**src/design/mmd_pkg.sv**
```systemverilog
// Shared types and constants for the banked memory map decoder.
// No dependencies; used by the front, back and top level.
package mmd_pkg;

  // Operation codes of an input request
  localparam logic [1:0] OP_READ   = 2'd0;
  localparam logic [1:0] OP_WRITE  = 2'd1;
  localparam logic [1:0] OP_READ16 = 2'd2;
  localparam logic [1:0] OP_LOAD   = 2'd3;

  // Configuration register indexes
  localparam logic CFG_ROM_LEN    = 1'b0;
  localparam logic CFG_EXT_RAM_EN = 1'b1;

  // Access kinds produced by the front decoder
  localparam logic [3:0] K_ROM0 = 4'd0;
  localparam logic [3:0] K_ROMX = 4'd1;
  localparam logic [3:0] K_VRAM = 4'd2;
  localparam logic [3:0] K_CRAM = 4'd3;
  localparam logic [3:0] K_WRAM = 4'd4;
  localparam logic [3:0] K_OAM  = 4'd5;
  localparam logic [3:0] K_GAP  = 4'd6;
  localparam logic [3:0] K_IO   = 4'd7;
  localparam logic [3:0] K_HRAM = 4'd8;
  localparam logic [3:0] K_IE   = 4'd9;
  localparam logic [3:0] K_LOAD = 4'd10;

  localparam int RAM8K_DEPTH = 8192;
  localparam int OAM_DEPTH   = 160;
  localparam int IO_DEPTH    = 128;
  localparam int HRAM_DEPTH  = 127;

  localparam logic [7:0] OPEN_BUS = 8'hFF;
  localparam logic [6:0] BANK_MASK_ZERO = 7'd0;
  localparam logic [6:0] BANK_ONE = 7'd1;

  // One byte access passed from front to back
  typedef struct packed {
    logic [3:0]  kind;
    logic [13:0] off;
    logic        wr;
    logic [7:0]  data;
    logic [17:0] rom_index;
    logic        hi;    // second byte of a 16-bit read
    logic        last;  // this access completes a result
  } access_t;

endpackage

```
**src/design/mmd_front.sv**
```systemverilog
// Front end: takes requests, splits 16-bit reads into two byte accesses
// and classifies each address into a region. Depends on mmd_pkg.
module mmd_front (
  input  logic                 clk,
  input  logic                 rst_n,
  input  logic                 push,
  output logic                 full,
  input  logic [1:0]           in_operation,
  input  logic [15:0]          in_address,
  input  logic [7:0]           in_write_data,
  input  logic [17:0]          in_rom_index,
  input  logic                 clr_busy,
  input  logic                 q_full,
  output logic                 q_push,
  output mmd_pkg::access_t     q_entry
);

  localparam logic [15:0] OAM_BASE  = 16'hFE00;
  localparam logic [15:0] GAP_BASE  = 16'hFEA0;
  localparam logic [15:0] IO_BASE   = 16'hFF00;
  localparam logic [15:0] HRAM_BASE = 16'hFF80;
  localparam logic [15:0] IE_ADDR   = 16'hFFFF;

  logic        pend_vld_r, pend_vld_nxt;
  logic        half_r, half_nxt;
  logic [1:0]  op_r;
  logic [15:0] addr_r;
  logic [7:0]  data_r;
  logic [17:0] idx_r;

  logic [15:0] cur_addr;
  logic [3:0]  region;
  logic        is_word, issue, pend_done, accept;

  assign is_word   = (op_r == mmd_pkg::OP_READ16);
  assign issue     = pend_vld_r && !q_full;
  assign pend_done = issue && (!is_word || half_r);
  assign full      = clr_busy || (pend_vld_r && !pend_done);
  assign accept    = push && !full;
  assign cur_addr  = half_r ? addr_r + 16'd1 : addr_r;

  always_comb begin
    unique case (cur_addr[15:13]) inside
      3'b000, 3'b001: region = mmd_pkg::K_ROM0;
      3'b010, 3'b011: region = mmd_pkg::K_ROMX;
      3'b100:         region = mmd_pkg::K_VRAM;
      3'b101:         region = mmd_pkg::K_CRAM;
      3'b110:         region = mmd_pkg::K_WRAM;
      default: begin
        // top 8K: echo, sprite table, gap, IO, high RAM, IE
        if (cur_addr < OAM_BASE)       region = mmd_pkg::K_WRAM;
        else if (cur_addr < GAP_BASE)  region = mmd_pkg::K_OAM;
        else if (cur_addr < IO_BASE)   region = mmd_pkg::K_GAP;
        else if (cur_addr < HRAM_BASE) region = mmd_pkg::K_IO;
        else if (cur_addr < IE_ADDR)   region = mmd_pkg::K_HRAM;
        else                           region = mmd_pkg::K_IE;
      end
    endcase
  end

  always_comb begin
    q_push            = issue;
    q_entry.kind      = (op_r == mmd_pkg::OP_LOAD) ? mmd_pkg::K_LOAD : region;
    q_entry.off       = cur_addr[13:0];
    q_entry.wr        = (op_r == mmd_pkg::OP_WRITE);
    q_entry.data      = data_r;
    q_entry.rom_index = idx_r;
    q_entry.hi        = is_word && half_r;
    q_entry.last      = (op_r == mmd_pkg::OP_READ) || (is_word && half_r);
  end

  always_comb begin
    pend_vld_nxt = pend_vld_r;
    half_nxt     = half_r;
    if (accept) begin
      pend_vld_nxt = 1'b1;
      half_nxt     = 1'b0;
    end else if (pend_done) begin
      pend_vld_nxt = 1'b0;
      half_nxt     = 1'b0;
    end else if (issue) begin
      half_nxt = 1'b1;
    end
  end

  always_ff @(posedge clk) begin
    if (!rst_n) begin
      pend_vld_r <= 1'b0;
      half_r     <= 1'b0;
    end else begin
      pend_vld_r <= pend_vld_nxt;
      half_r     <= half_nxt;
    end
  end

  always_ff @(posedge clk) begin
    if (accept) begin
      op_r   <= in_operation;
      addr_r <= in_address;
      data_r <= in_write_data;
      idx_r  <= in_rom_index;
    end
  end

endmodule

```
**config.mk**
```make
export PLATFORM = sky130hd
export DESIGN_NAME = mmd_front
export DESIGN_NICKNAME = d
export VERILOG_FILES = /design/src/design/mmd_pkg.sv /design/src/design/mmd_front.sv
export SDC_FILE = /design/constraint.sdc
export NUM_CORES = 1
export LEC_CHECK = 0
export CORE_MARGIN = 5
export CORE_UTILIZATION = 38
export CTS_CLUSTER_DIAMETER = 80
export DETAILED_ROUTE_END_ITERATION = 10
export DONT_BUFFER_PORTS = 1
export PLACE_DENSITY = 0.5
export SLEW_MARGIN = 0
export SYNTH_ARGS = -nofsm -noshare
export SYNTH_HDL_FRONTEND = slang
export SYNTH_SLANG_ARGS = --single-unit
export TNS_END_PERCENT = 20
```
**constraint.sdc**
```tcl
create_clock -name clk -period 2.3 [get_ports clk]
set_input_delay 0.115 -clock clk [delete_from_list [all_inputs] [get_ports clk]]
set_output_delay 0.115 -clock clk [all_outputs]
set_load 0.02 [all_outputs]
```
==> flow_summary_export.csv <==
group,metric,value,unit
routing,ant_nets,0,
hold_path,hold_end,"pend_vld_r",
layout,syn_to_final_growth,46.2,%
layout,final_area,3160,um^2
routing,num_vias,1680,
power,seqPwrFrac,60.6,%
global_routing,grt_pass1_vias,1736,
power,power_switching,0.000395,W
synthesis,netlist_instances,162,
sta,slew-limit-headroom,64.3,%
routing,drt_iter0_drc,55,
placed_design,routabilityCongestion,0.771,
sta,slew_viol_final,0,
hold_path,hp-class,"in2reg",
power,p_per_area,530,nW/um^2
routing,routed_wl,5330,um
critical_path,critPathCaptureType,"primary output",
clock_network,clk_pin_slew,0.07,ns
power,p_leak,1.15,nW
critical_path,r2r_start,"half_r",
routing,drc,0,
power,combPwrFrac,12.4,%
global_routing,grt_usage,14.2,%
floorplanning,die_width,85.4,um
sta,tightest_slew,0.534,ns
layout,final_common_cell,"dlygate4sd3_1",
sta,fin_ws,-0.0524,ns
layout,final_cell_mix,"45 x dlygate4sd3_1, 44 x edfxtp_1, 34 x buf_4",
job,maxCapViolations,0,
sta,fmax,0.425,GHz
global_routing,grt_overflow,0,
clock_network,insertion_delay,0.29,ns
floorplanning,fp-row-count,27,
routing,wl_per_cell,16.7,um
synthesis,yosysSeqAreaShare,63.1,%
clock_network,clock-root-buffer,"clkbuf_8",
hold_path,hold_depth,2,
sta,fin_worst_skew,0.00861,ns
clock_network,clock_sinks,46,
layout,layout-drive-gt1-share,27.6,%
clock_network,cts_max_level,2,
placed_design,portBuffers,0,
critical_path,crit_path_start_kind,"flop",
critical_path,worst_r2r_path_depth,8,
routing,vias_per_cell,5.28,
synthesis,synth_seq_cells,46,
floorplanning,dieArea,7290,um^2
synthesis,avgSynthCellArea,13.3,um^2
sta,setup_violations,2,
floorplanning,die_h,85.4,um
sta,min_period,2.35,ns
global_routing,grt_pass1_wl,8170,um
critical_path,worstPathRequired,2.18,ns
layout,diodes,0,
run_status,status,"finished, violations left",
synthesis,async_reset_ff_share,0,%
clock_network,cts_tree,"done",
global_routing,grt_max_degree,45,
critical_path,rrSetupSlack,0.28,ns
layout,fin_cells,318,
critical_path,path_class,"reg2out",
floorplanning,initial_core_util,39.2,%
synthesis,synth_edf_count,44,
synthesis,yosysWarnings,0,
critical_path,critPathMaxFanout,5,
sta,fin_crit_sh,102,%
sta,hold_viol_final,0,
power,swShare,23.6,%
run_status,violations,"negative setup slack",
clock_network,cts_buffer_depth,2,
routing,drt_pass1_iterations,4,
critical_path,cp_data_arrival_time,2.24,ns
power,vdd_ir_drop_max,0.000437,V
clock_network,cts-buffers-inserted,5,
placed_design,placed_cell_area,2380,um^2
critical_path,r2r-end,"addr_r[15]",
synthesis,synthFlopType,"edfxtp_1",
global_routing,antenna_found_initial,0,
power,clkPwrFrac,27.0,%
power,p_int,0.00128,W
sta,rsz0062_at_grt,"true",
placed_design,hpwl,3730,um
synthesis,syn_area,2160,um^2
floorplanning,coreArea,5510,um^2
hold_path,worstHoldStart,"q_full",
floorplanning,pin_count,98,
synthesis,syn_nets,212,
layout,finalNetCount,296,
placed_design,dpl.cell_count,248,
synthesis,synthDistinctLibCells,48,
[metrics by stage]
step	hold slack [ns]	utilization (%)	power (W)	TNS, ns	worst slack (ns)
2_1_floorplan	0.214	-	0.00111	0	0.0172
3_3_place_gp	0.214	43.3	0.00115	0	0.163
3_5_place_dp	0.214	43.3	0.00116	0	0.0549
4_1_cts	0.0830	54.4	0.00167	-0.0650	-0.0498
5_1_grt	0.141	57.3	0.00176	-0.573	-0.220
6_report	0.0855	57.3	0.00167	-0.0801	-0.0524
[worst max-delay path: stages (launching register included)]
cell	delay [ns]
edfxtp_1	0.42
nand4_4	0.18
buf_4	0.19
nor3_4	0.18
xnor2_2	0.12
buf_4	0.15
nor3_1	0.21
o221a_2	0.23
o2111a_2	0.26
[worst max-delay path by stage]
stage | from | end | slack, ns | depth (start not counted)
4_1_cts | addr_r[1] | q_entry[44] | -0.05 | 8
3_3_place_gp | addr_r[3] | q_entry[44] | 0.16 | 7
6_report | addr_r[3] | q_entry[43] | -0.05 | 8
5_1_grt | addr_r[3] | q_entry[44] | -0.22 | 8
2_1_floorplan | addr_r[0] | q_entry[44] | 0.02 | 7
3_5_place_dp | addr_r[1] | q_entry[44] | 0.05 | 8
[metal layers]
layer	part of all wire, %	GRT usage [%]
met1	35	14.4
met2	52	25.2
met3	11	6.70
met4	2.1	5.18
met5	0	0
[power by group through the flow]
stage | combinational (W) | sequential [W] | clock (W)
after global routing | 0.000224 | 0.00102 | 0.000518
after floorplan | 0.0000863 | 0.00103 | 0
after global placement | 0.000121 | 0.00103 | 0
after detailed placement | 0.000123 | 0.00103 | 0
after CTS | 0.000192 | 0.00101 | 0.000468
final | 0.000208 | 0.00101 | 0.000451
[flip-flops by register name, indices dropped and copies added (netlist names)]
name / count
addr_r: 16
half_r: 1
op_r: 2
pend_vld_r: 1
data_r: 8
idx_r: 18
[Yosys cell counts (2+ instances only)]
cell       instances  area [um^2]
a21boi_0           2         15.0
a21oi_1            6         30.0
a31oi_1            3         18.8
and3_1             5         31.3
and4_1             2         17.5
buf_2              3         15.0
clkbuf_1           2         7.51
dfxtp_1            2         40.0
edfxtp_1          44         1320
inv_1              8         30.0
nand2_1           12         45.0
nand3_1            8         40.0
nand3b_1           2         15.0
nand4_1            5         31.3
nor2_1             4         15.0
nor2b_1            2         12.5
nor3_1             3         15.0
o2111ai_1          2         17.5
o21ai_0            5         25.0
xnor2_1           12          105
xor2_1             3         26.3
[cell families after synthesis]
family / share of synthesized area [%]
flops: 63.1
mux: 0.522
xor+xnor: 6.84
compound gates: 8.93
simple gates: 17.6
fa+ha+maj: 0.580
buf+inv: 2.43
[final cells by class]
cell class                      count  area, um^2
Fill cell                         462        2350
Sequential cell                    46        1360
Multi-Input combinational cell    103         837
Timing Repair Buffer               82         748
Tap cell                           72        90.1
Clock buffer                        5        68.8
Inverter                            8        33.8
Clock inverter                      2        15.0
[what timing repair did]
action                     4_1_cts  5_1_grt
setup endpoints to repair        4        5
hold endpoints to repair        46        0
resized for setup                8       13
pin swaps                        6       12
hold buffers                    45        0
setup buffers                    6       12
(Power assumes the default switching activity.)
