===== config.mk =====
export PLATFORM = sky130hd
export DESIGN_NAME = mmd_fifo
export DESIGN_NICKNAME = d
export VERILOG_FILES = /design/src/design/mmd_fifo.sv
export SDC_FILE = /design/constraint.sdc
export NUM_CORES = 1
export LEC_CHECK = 0
export BUFFER_PORTS_ARGS = -buffer_cell sky130_fd_sc_hd__clkbuf_2
export CORE_MARGIN = 3
export CORE_UTILIZATION = 59
export DETAILED_ROUTE_END_ITERATION = 10
export PLACE_DENSITY = 0.82
export SETUP_SLACK_MARGIN = 0.3
export SLEW_MARGIN = 20
export SYNTH_ARGS = -nofsm -noshare
export SYNTH_HDL_FRONTEND = slang
export SYNTH_SLANG_ARGS = --single-unit

===== constraint.sdc =====
create_clock -name clk -period 4 [get_ports clk]
set_clock_uncertainty 0.15 [all_clocks]
set_input_delay 0.2 -clock clk [delete_from_list [all_inputs] [get_ports clk]]
set_output_delay 0.2 -clock clk [all_outputs]
set_load 0.1 [all_outputs]

===== src/design/mmd_fifo.sv =====
// Small synchronous FIFO used between front and back and for results.
// No dependencies.
module mmd_fifo #(
  parameter int W     = 8,
  parameter int DEPTH = 4
) (
  input  logic                         clk,
  input  logic                         rst_n,
  input  logic                         wr_en,
  input  logic [W-1:0]                 wr_data,
  output logic                         full,
  input  logic                         rd_en,
  output logic [W-1:0]                 rd_data,
  output logic                         empty,
  output logic [$clog2(DEPTH+1)-1:0]   count
);

  localparam int PW = (DEPTH > 1) ? $clog2(DEPTH) : 1;
  localparam int CW = $clog2(DEPTH + 1);

  logic [W-1:0]  mem_r [DEPTH];
  logic [PW-1:0] wr_ptr_r, wr_ptr_nxt;
  logic [PW-1:0] rd_ptr_r, rd_ptr_nxt;
  logic [CW-1:0] cnt_r, cnt_nxt;
  logic          do_wr, do_rd;

  assign full    = (cnt_r == CW'(DEPTH));
  assign empty   = (cnt_r == '0);
  assign count   = cnt_r;
  assign rd_data = mem_r[rd_ptr_r];
  assign do_wr   = wr_en && !full;
  assign do_rd   = rd_en && !empty;

  always_comb begin
    wr_ptr_nxt = wr_ptr_r;
    rd_ptr_nxt = rd_ptr_r;
    cnt_nxt    = cnt_r;
    if (do_wr) begin
      wr_ptr_nxt = (wr_ptr_r == PW'(DEPTH - 1)) ? '0 : wr_ptr_r + 1'b1;
    end
    if (do_rd) begin
      rd_ptr_nxt = (rd_ptr_r == PW'(DEPTH - 1)) ? '0 : rd_ptr_r + 1'b1;
    end
    if (do_wr && !do_rd) begin
      cnt_nxt = cnt_r + 1'b1;
    end else if (do_rd && !do_wr) begin
      cnt_nxt = cnt_r - 1'b1;
    end
  end

  always_ff @(posedge clk) begin
    if (!rst_n) begin
      wr_ptr_r <= '0;
      rd_ptr_r <= '0;
      cnt_r    <= '0;
    end else begin
      wr_ptr_r <= wr_ptr_nxt;
      rd_ptr_r <= rd_ptr_nxt;
      cnt_r    <= cnt_nxt;
    end
  end

  always_ff @(posedge clk) begin
    if (do_wr) begin
      mem_r[wr_ptr_r] <= wr_data;
    end
  end

endmodule


==> impl_metrics.yaml, run 1 <==
run_status:
  outcome: "completed"
clock_network:
  post_cts_resize_count: 0
  worst_setup_hold_path_clk_slew_ns: 0.10
  clock_sinks: 41
  tritoncts: "done"
  cts_buffers: 5
  cts-root-to-sink-buffers: 2
  root_buffer: "clkbuf_4"
  clock_insertion_delay_worst_skew_ns: 0.33
  h-tree-depth: 2
routing:
  initialDrtViolationCount: 21
  drt_first_pass_iters: 3
  detail_route.vias_per_cell: 5.45
  drt_drc_violations_left: 0
  via_count: 867
  final_antenna_violating_net_count: 0
  wl_per_cell_um: 16.5
  drt_wl_total_um: 2620
finish:
  num-nets-final: 147
  final_util_pct: 74.9
  area_of_combinational_cells_with_multiple_inputs_um2: 467
  register_area_um2: 1140
  share_of_cells_above_drive_strength_1_pct: 29.5
  n_fill_cell: 164
  layout.cells.non_filler: 159
  ant_diodes: 0
  flow.area_growth_from_synthesis_pct: 16.9
worst_hold_path:
  worst_hold_path.num_cells: 3
  hold_path.class: "primary input to flip-flop"
  min_to: "wr_ptr_r[0]$_SDFFE_PN0P_"
  min-delay-start: "rst_n"
timing:
  aggregate_negative_setup_slack_ns: 0
  postLayoutSetupSlackWorst_ns: 1.45
  clock.fmax_mhz: 392
  slew_headroom_pct: 63.4
  least_margin_pin_slew_ns: 0.545
  finalSetupViolCount: 0
  timing.final.crit_period_ns: 2.55
  rsz0062_at_grt: "false"
  slew_viol_final: 0
  post-route-period-util_pct: 63.7
  timing_hold_violations_final: 0
critical_path:
  end_kind: "flip-flop"
  worst-path-max-fanout: 7
  worst_ep_required_time_ns: 4.11
  r2r-start: "count[0]$_SDFFE_PN0P_"
  r2r_setup_slack_ns: 1.45
  crit_path_dat_ns: 2.66
  startpoint: "count[0]$_SDFFE_PN0P_"
  setup.worst_path.start_class: "flip-flop"
  r2r_cells: 8
  critical_path.reg2reg.endpoint: "count[2]$_SDFFE_PN0P_"
  criticalPathCategory: "flip-flop to flip-flop"
placed_design:
  portBuffers: 24
  detailedPlacementHpwl_um: 1840
  gp_routability_congestion: 0.782
  dp_worst_setup_slack_ns: 1.46
  place.detailed.instances: 143
floorplanning:
  ios: 25
  placement_rows: 18
  initial_core_util_pct: 64.1
  design.core.area_um2: 2540
  total_die_area_um2: 3430
  die_w_um: 58.6
  floorplan.die.height_um: 58.6
synth:
  synth_fa_ha_area_share_pct: 5.83
  syn-cell-area_um2: 1630
  yosys_register_bits: 41
  yosys.area.top_type_share_pct: 58.9
  synth_enable_flop_cells: 32
  synth_simple_gate_area_share_pct: 6.60
  leading_post_synthesis_cells_by_cell_area: "edfxtp_1 (59%), dfxtp_1 (11%), mux4_2 (11%), ha_1 (4.6%), and2_1 (1.9%)"
  synth-warning-count: 0
  synth_mux_area_share_pct: 12.9
  syn-instance-count: 93
  synthTopCellsByCount: "edfxtp_1 (32), dfxtp_1 (9), mux4_2 (8), ha_1 (6), nand2_1 (6)"
  syn-mean-instance-area_um2: 17.5
  async_flop_share_pct: 0
  synth_compound_gate_area_share_pct: 1.84
  combinational_family_with_the_most_area_after_synthesis: "multiplexers"
  ys_types: 23
  dominantRegCellSynth: "edfxtp_1"
  synth_area_leader_cell: "edfxtp_1"
  synth_fp_nets: 112
  xor_and_xnor_fraction_of_the_mapped_netlist_area_pct: 1.07
  sequential_area_share_after_synthesis_pct: 70.0
  yosys.cell_count.top_type: "edfxtp_1"
grt:
  grt_antenna_before_repair: 0
  maximum_number_of_pins_on_one_net_before_global_route_repair: 12
  via_count_of_the_first_global_routing_pass: 977
  wire_length_of_the_first_global_routing_pass_um: 4400
  globalRoute.totalOverflow: 0
  grtUsageTotal_pct: 18.5
job:
  cap_viol_max_count: 0
## worst max path at each step
| stage | slack (ns) | to | cells after the start |
|---|---|---|---|
| finish | 1.45 | count[2]$_SDFFE_PN0P_ | 8 |
| global route | 1.25 | count[2]$_SDFFE_PN0P_ | 8 |
| CTS | 1.43 | count[2]$_SDFFE_PN0P_ | 8 |
| detailed placement | 1.46 | count[2]$_SDFFE_PN0P_ | 8 |
| global placement | 1.61 | count[2]$_SDFFE_PN0P_ | 8 |
| floorplan | 0.58 | count[2]$_SDFFE_PN0P_ | 9 |
## kinds of logic after synthesis
logic type,Yosys count
XOR/XNOR,2
adder cells (fa/ha/maj),7
multiplexers,11
flip-flops,41
AND/OR/NAND/NOR,20
buffers and inverters,7
AO/OA/AOI/OAI,5
## critical path: stages (launching register included)
cell and delay [ns]:
dfxtp_1 0.52, nor3b_4 0.08, nor2b_1 0.40, ha_1 0.28
inv_1 0.06, fa_1 0.37, xor2_1 0.16, or3_1 0.31
a21boi_0 0.16
## through the flow
stage / area [um^2] / hold slack (ns)
finish: 1910 / 0.0813
detailed placement: 1780 / 0.274
global route: 1910 / 0.0835
CTS: 1910 / 0.0736
floorplan: 1640 / 0.149
global placement: 1780 / 0.265
## cell usage in the layout (no fill, tap or decap), drive strengths merged, types with 3 or more instances in the layout
cell and instances:
and2 5, dlygate4sd3 8, inv 3, edfxtp 32
o21ai 3, clkbuf 32, mux2i 3, mux4 8
nand2 6, ha 6, dfxtp 9
## registers in the layout (all words and copies together), names as in the netlist, named ones only
signal    count
count         3
mem_r        32
rd_ptr_r      2
wr_ptr_r      2
## area by class of cell
type	count	share of cell area, %
Multi-Input combinational cell	45	24.5
Inverter	3	0.591
Timing Repair Buffer	32	10.5
Clock buffer	8	2.56
Tap cell	30	1.97
Sequential cell	41	59.9
## layer usage
metal  track usage [%]  wire [um]  part of all wire [%]
met4              10.3         39                   1.5
met2              31.4       1390                    53
met3              5.92        113                   4.3
met5                 0          0                     0
met1              20.4       1080                    41
## what timing repair did
item	4_1_cts	5_1_grt
buffers inserted	0	0
hold buffers	8	0
endpoints found under the hold margin	32	0
endpoints found under the setup margin	0	0
Power of run 1 is left out: the tool's default activity adds up to more than one toggle a clock period on the data nets, which glitch-free logic cannot reach.
==> run 2: changes to the inputs <==
ABC_AREA = 1   (was unset)
CORE_UTILIZATION = 50   (was 59)
PLACE_DENSITY = 0.74   (was 0.82)
clock period = 2.1 ns   (was 4 ns; I/O delays follow)
==> run 2 against run 1 <==
- fmax up 41%
- critical path depth up 3
- core utilization up 0.083 points
- non-clock buffer count up 16
- worst setup slack worse by 1.2 ns
- clock-buffer cell count down 1
- worst hold slack better by 0.29 ns
- design area up 24%
- sequential share of layout area down 11 points
- wire length up 32%
- highest routed layer unchanged
==> impl_metrics.yaml, run 2 <==
synth:
  synth_area_leader_cell: "edfxtp_1"
  synth_enable_flop_cells: 32
  ys_types: 18
  leading_post_synthesis_cells_by_cell_area: "edfxtp_1 (57%), dfxtp_1 (11%), nor2_1 (7.3%), ha_1 (4.4%), o21ai_0 (4.1%)"
  syn-instance-count: 148
  yosys.cell_count.top_type: "nor2_1"
  sequential_area_share_after_synthesis_pct: 67.4
  yosys.area.top_type_share_pct: 56.8
  async_flop_share_pct: 0
  dominantRegCellSynth: "edfxtp_1"
  synth_fp_nets: 167
  yosys_register_bits: 41
  synthTopCellsByCount: "nor2_1 (33), edfxtp_1 (32), inv_1 (18), nand2_1 (14), o21ai_0 (14)"
  synth-warning-count: 0
  syn-mean-instance-area_um2: 11.4
  syn-cell-area_um2: 1690
clock_network:
  root_buffer: "clkbuf_4"
  clock_insertion_delay_worst_skew_ns: 0.33
  cts_buffers: 5
  tritoncts: "done"
  worst_setup_hold_path_clk_slew_ns: 0.11
  clock_sinks: 41
  h-tree-depth: 2
  cts-root-to-sink-buffers: 2
finish:
  mostFrequentLayoutCell: "edfxtp_1"
  register_area_um2: 1160
  area_of_combinational_cells_with_multiple_inputs_um2: 568
  num-nets-final: 220
  largest_register: "mem_r"
  stdcell_area_um2: 2360
  number_of_flip_flops_in_the_largest_register: 32
  flow.area_growth_from_synthesis_pct: 39.6
  final_cell_mix: "edfxtp_1 (32), nor2_1 (31), clkbuf_2 (15)"
  share_of_cells_above_drive_strength_1_pct: 38.6
  n_fill_cell: 203
  ant_diodes: 0
critical_path:
  r2r_cells: 11
  worst_ep_required_time_ns: 2.23
  critical_path.reg2reg.endpoint: "count[2]$_SDFFE_PN0P_"
  crit_path_dat_ns: 1.94
  setup.worst_path.start_class: "flip-flop"
  criticalPathCategory: "flip-flop to flip-flop"
  r2r_setup_slack_ns: 0.29
  worst-path-max-fanout: 2
  r2r-start: "count[0]$_SDFFE_PN0P_"
  end_kind: "flip-flop"
timing:
  slew_viol_final: 0
  fin_hold_ws_ns: 0.369
  aggregate_negative_setup_slack_ns: 0
  postLayoutSetupSlackWorst_ns: 0.288
  slew_headroom_pct: 64.0
  least_margin_pin_slew_ns: 0.542
  rsz0062_at_grt: "true"
  finalSetupViolCount: 0
  post-route-period-util_pct: 86.3
  timing.final.crit_period_ns: 1.81
  timing_hold_violations_final: 0
  clock.fmax_mhz: 552
floorplanning:
  die_w_um: 64.2
  floorplan.die.height_um: 64.2
  initial_core_util_pct: 53.7
  ios: 25
  design.core.area_um2: 3150
  total_die_area_um2: 4120
  placement_rows: 20
routing:
  wl_per_cell_um: 14.1
  drt_wl_total_um: 3470
  detail_route.vias_per_cell: 4.98
  final_antenna_violating_net_count: 0
  via_count: 1225
  drt_first_pass_iters: 4
  drt_drc_violations_left: 0
  initialDrtViolationCount: 68
job:
  cap_viol_max_count: 0
grt:
  globalRoute.totalOverflow: 0
  via_count_of_the_first_global_routing_pass: 1256
  grt_antenna_before_repair: 0
  grtUsageTotal_pct: 18.5
  wire_length_of_the_first_global_routing_pass_um: 5660
  maximum_number_of_pins_on_one_net_before_global_route_repair: 17
placed_design:
  portBuffers: 24
  dp_worst_setup_slack_ns: 0.0647
  detailedPlacementHpwl_um: 2330
  post_dp_cell_area_um2: 2000
  gp_routability_congestion: 0.727
worst_hold_path:
  worst_hold_path.num_cells: 2
  min_to: "mem_r[2][5]$_DFFE_PP_"
  min-delay-start: "wr_data[5]"
  hold_path.class: "primary input to flip-flop"
run_status:
  outcome: "completed"
run 2: cell count changes after synthesis, sizes merged, moves of 2 or more:
cell / previous run / this run
nor2: 2 / 33
inv: 3 / 19
o21ai: 3 / 18
nand2: 6 / 15
mux4: 8 / 0
o22ai: 0 / 8
and2: 5 / 0
mux2i: 3 / 0
a21oi: 0 / 2
nor2b: 2 / 0
run 2: worst max-delay path by stage:
stage | start | endpoint | slack (ns) | cells past startpoint
after global placement | count[0]$_SDFFE_PN0P_ | count[2]$_SDFFE_PN0P_ | 0.25 | 12
after global routing | count[0]$_SDFFE_PN0P_ | count[2]$_SDFFE_PN0P_ | 0.22 | 11
final | count[0]$_SDFFE_PN0P_ | count[2]$_SDFFE_PN0P_ | 0.29 | 11
after CTS | count[1]$_SDFFE_PN0P_ | count[2]$_SDFFE_PN0P_ | 0.29 | 11
after floorplan | count[0]$_SDFFE_PN0P_ | count[2]$_SDFFE_PN0P_ | 0.12 | 13
after detailed placement | count[0]$_SDFFE_PN0P_ | count[2]$_SDFFE_PN0P_ | 0.06 | 11
run 2: per-stage QoR:
step,instances,util [%]
3_3_place_gp,219,63.6
2_1_floorplan,148,-
6_report,246,75.0
3_5_place_dp,219,63.6
5_1_grt,246,75.0
4_1_cts,242,72.6
run 2: what timing repair did:
| item | in CTS | in global routing |
|---|---|---|
| endpoints found under the hold margin | 41 | 0 |
| pin swaps | 5 | 8 |
| setup endpoints to repair | 10 | 8 |
| resized for setup | 19 | 14 |
| setup buffers | 4 | 4 |
| hold buffers | 11 | 0 |
run 2: area by class of cell:
| cell class | count | area share [%] |
|---|---|---|
| Inverter | 19 | 3.23 |
| Tap cell | 44 | 2.33 |
| Multi-Input combinational cell | 86 | 24.0 |
| Clock buffer | 7 | 2.33 |
| Timing Repair Buffer | 48 | 17.8 |
| Clock inverter | 1 | 1.27 |
| Sequential cell | 41 | 49.0 |
run 2: kinds of logic (layout without fill, tap and decap cells):
logic type | count (synthesis) | count (layout) | synth area share, %
flip-flops | 41 | 41 | 67.4
buffers and inverters | 21 | 75 | 5.54
AND/OR/NAND/NOR | 51 | 51 | 11.9
adder cells (fa/ha/maj) | 7 | 7 | 5.62
AO/OA/AOI/OAI | 28 | 28 | 9.53
run 2: per-layer routing:
layer,wire [um],share of wire [%],vias to the layer above,GRT usage [%]
met4,100,2.9,0,11.3
met1,1430,41,576,20.3
met5,0,0,-,0
li1,-,-,611,-
met3,126,3.6,10,4.39
met2,1810,52,28,32.0
run 2: critical path, stage by stage (launching register included):
cell and delay, ns:
dfxtp_4 0.37, nor2_4 0.15, nand2_2 0.09, nand2_4 0.08, ha_4 0.15, inv_4 0.04, fa_2 0.37, nand2_2 0.09
nand3_2 0.06, nand2_2 0.07, inv_2 0.03, nor2_2 0.09
Power of run 2 is left out for the same reason.
==> run 3: changes to the inputs <==
PLACE_DENSITY = 0.84   (was 0.74)
==> run 3 against run 2 <==
- flip-flop and latch count unchanged
- fmax down 0.74%
- clock-buffer cell count down 2
- worst hold slack worse by 0.34 ns
- largest cell class unchanged
- highest routed layer unchanged
==> impl_metrics.yaml, run 3 (synthesis gave the netlist of run 2 again) <==
timing:
  slew_headroom_pct: 63.4
  fin_hold_ws_ns: 0.0257
  least_margin_pin_slew_ns: 0.551
  aggregate_negative_setup_slack_ns: 0
  finalSetupViolCount: 0
  post-route-period-util_pct: 86.9
  timing_hold_violations_final: 0
  timing.final.crit_period_ns: 1.83
  clock.fmax_mhz: 548
  rsz0062_at_grt: "true"
  slew_viol_final: 0
floorplanning:
  die_w_um: 64.2
  initial_core_util_pct: 53.7
  design.core.area_um2: 3150
  floorplan.die.height_um: 64.2
  ios: 25
  placement_rows: 20
  total_die_area_um2: 4120
clock_network:
  clock_sinks: 41
  cts_buffers: 5
  h-tree-depth: 2
  clock_insertion_delay_worst_skew_ns: 0.34
  cts-root-to-sink-buffers: 2
  worst_setup_hold_path_clk_slew_ns: 0.12
  root_buffer: "clkbuf_4"
  tritoncts: "done"
grt:
  wire_length_of_the_first_global_routing_pass_um: 5820
  via_count_of_the_first_global_routing_pass: 1299
  globalRoute.totalOverflow: 0
  grtUsageTotal_pct: 18.8
  grt_antenna_before_repair: 0
  maximum_number_of_pins_on_one_net_before_global_route_repair: 17
critical_path:
  r2r_cells: 11
  r2r-start: "count[0]$_SDFFE_PN0P_"
  end_kind: "output port"
  cpMaxStageDelayCell: "clkbuf_2"
  crit_path_dat_ns: 1.57
  criticalPathCategory: "flip-flop to output port"
  worst-path-stages: 5
  path_delay_family: "buffers and inverters"
  critical_path.cell_chain: "nor2_4 -> nand2_2 -> buf_4 -> inv_1 -> clkbuf_2"
  setup.worst_path.start_class: "flip-flop"
  critical_path.max_stage_delay_ns: 0.44
  timing.critical_path.buf_inv: 3
  startpoint: "count[0]$_SDFFE_PN0P_"
  worst-path-max-fanout: 2
  worst_ep_required_time_ns: 1.85
finish:
  largest_register: "mem_r"
  final_cell_mix: "nor2_1 (32), edfxtp_1 (32), clkbuf_2 (17)"
  number_of_flip_flops_in_the_largest_register: 32
  flow.area_growth_from_synthesis_pct: 39.8
  final_util_pct: 75.1
  ant_diodes: 0
  num-nets-final: 220
  share_of_cells_above_drive_strength_1_pct: 38.1
placed_design:
  portBuffers: 24
  detailedPlacementHpwl_um: 2140
  gp_routability_congestion: 0.684
worst_hold_path:
  hold_path.class: "primary input to flip-flop"
  min-delay-start: "rd_en"
  worst_hold_path.num_cells: 4
run_status:
  outcome: "completed"
routing:
  wl_per_cell_um: 14.8
  detail_route.vias_per_cell: 5.21
  initialDrtViolationCount: 67
  drt_first_pass_iters: 4
  drt_wl_total_um: 3640
  drt_drc_violations_left: 0
  final_antenna_violating_net_count: 0
  via_count: 1282
job:
  cap_viol_max_count: 0
-- run 3: repair_timing --
item                                    CTS  global route
buffers inserted                          4             5
endpoints found under the setup margin   10            10
hold endpoints to repair                 41             0
hold buffers                             10             0
pin swaps                                 3            10
resized for setup                        24            16
-- run 3: worst paths after layout --
check,end,slack [ns]
hold reg to reg,flip-flop,0.42
hold / removal,count[0]$_SDFFE_PN0P_,0.03
setup reg to reg,count[2]$_SDFFE_PN0P_,0.28
setup / recovery,empty,0.27
-- run 3: cell type report --
| cell class | instances | area [um^2] |
|---|---|---|
| inverter | 19 | 73.8 |
| timing repair buffer | 48 | 420 |
| fill | 222 | 786 |
| clock buffer | 5 | 37.5 |
| clock inverter | 3 | 65.1 |
| multi-input combinational | 86 | 558 |
| sequential | 41 | 1160 |
| tap | 44 | 55.1 |
-- run 3: worst reg2reg max path, cell delays in order, from the launching register on --
cell and delay, ns:
dfxtp_4 0.37, nor2_4 0.15, nand2_2 0.09, nand2_2 0.09, ha_4 0.14, inv_2 0.05
fa_2 0.35, inv_2 0.06, nand2_2 0.05, nand4_1 0.08, nand2_1 0.06, nor2_1 0.10
-- run 3: through the flow --
| step | instance area [um^2] | std cells | setup slack, ns |
|---|---|---|---|
| finish | 2370 | 246 | 0.274 |
| global route | 2370 | 246 | 0.191 |
| CTS | 2300 | 241 | 0.281 |
| detailed placement | 1970 | 219 | 0.157 |
| global placement | 1970 | 219 | 0.255 |
| floorplan | 1780 | 148 | 0.122 |
-- run 3: routing by layer --
layer  global-route usage (%)  wire [um]  vias up
met2                     31.7       1920       51
li1                         -          -      611
met1                     21.7       1430      611
met4                     8.71         82        0
met5                        0          0        -
met3                     6.15        204        9
Power of run 3 is left out for the same reason.
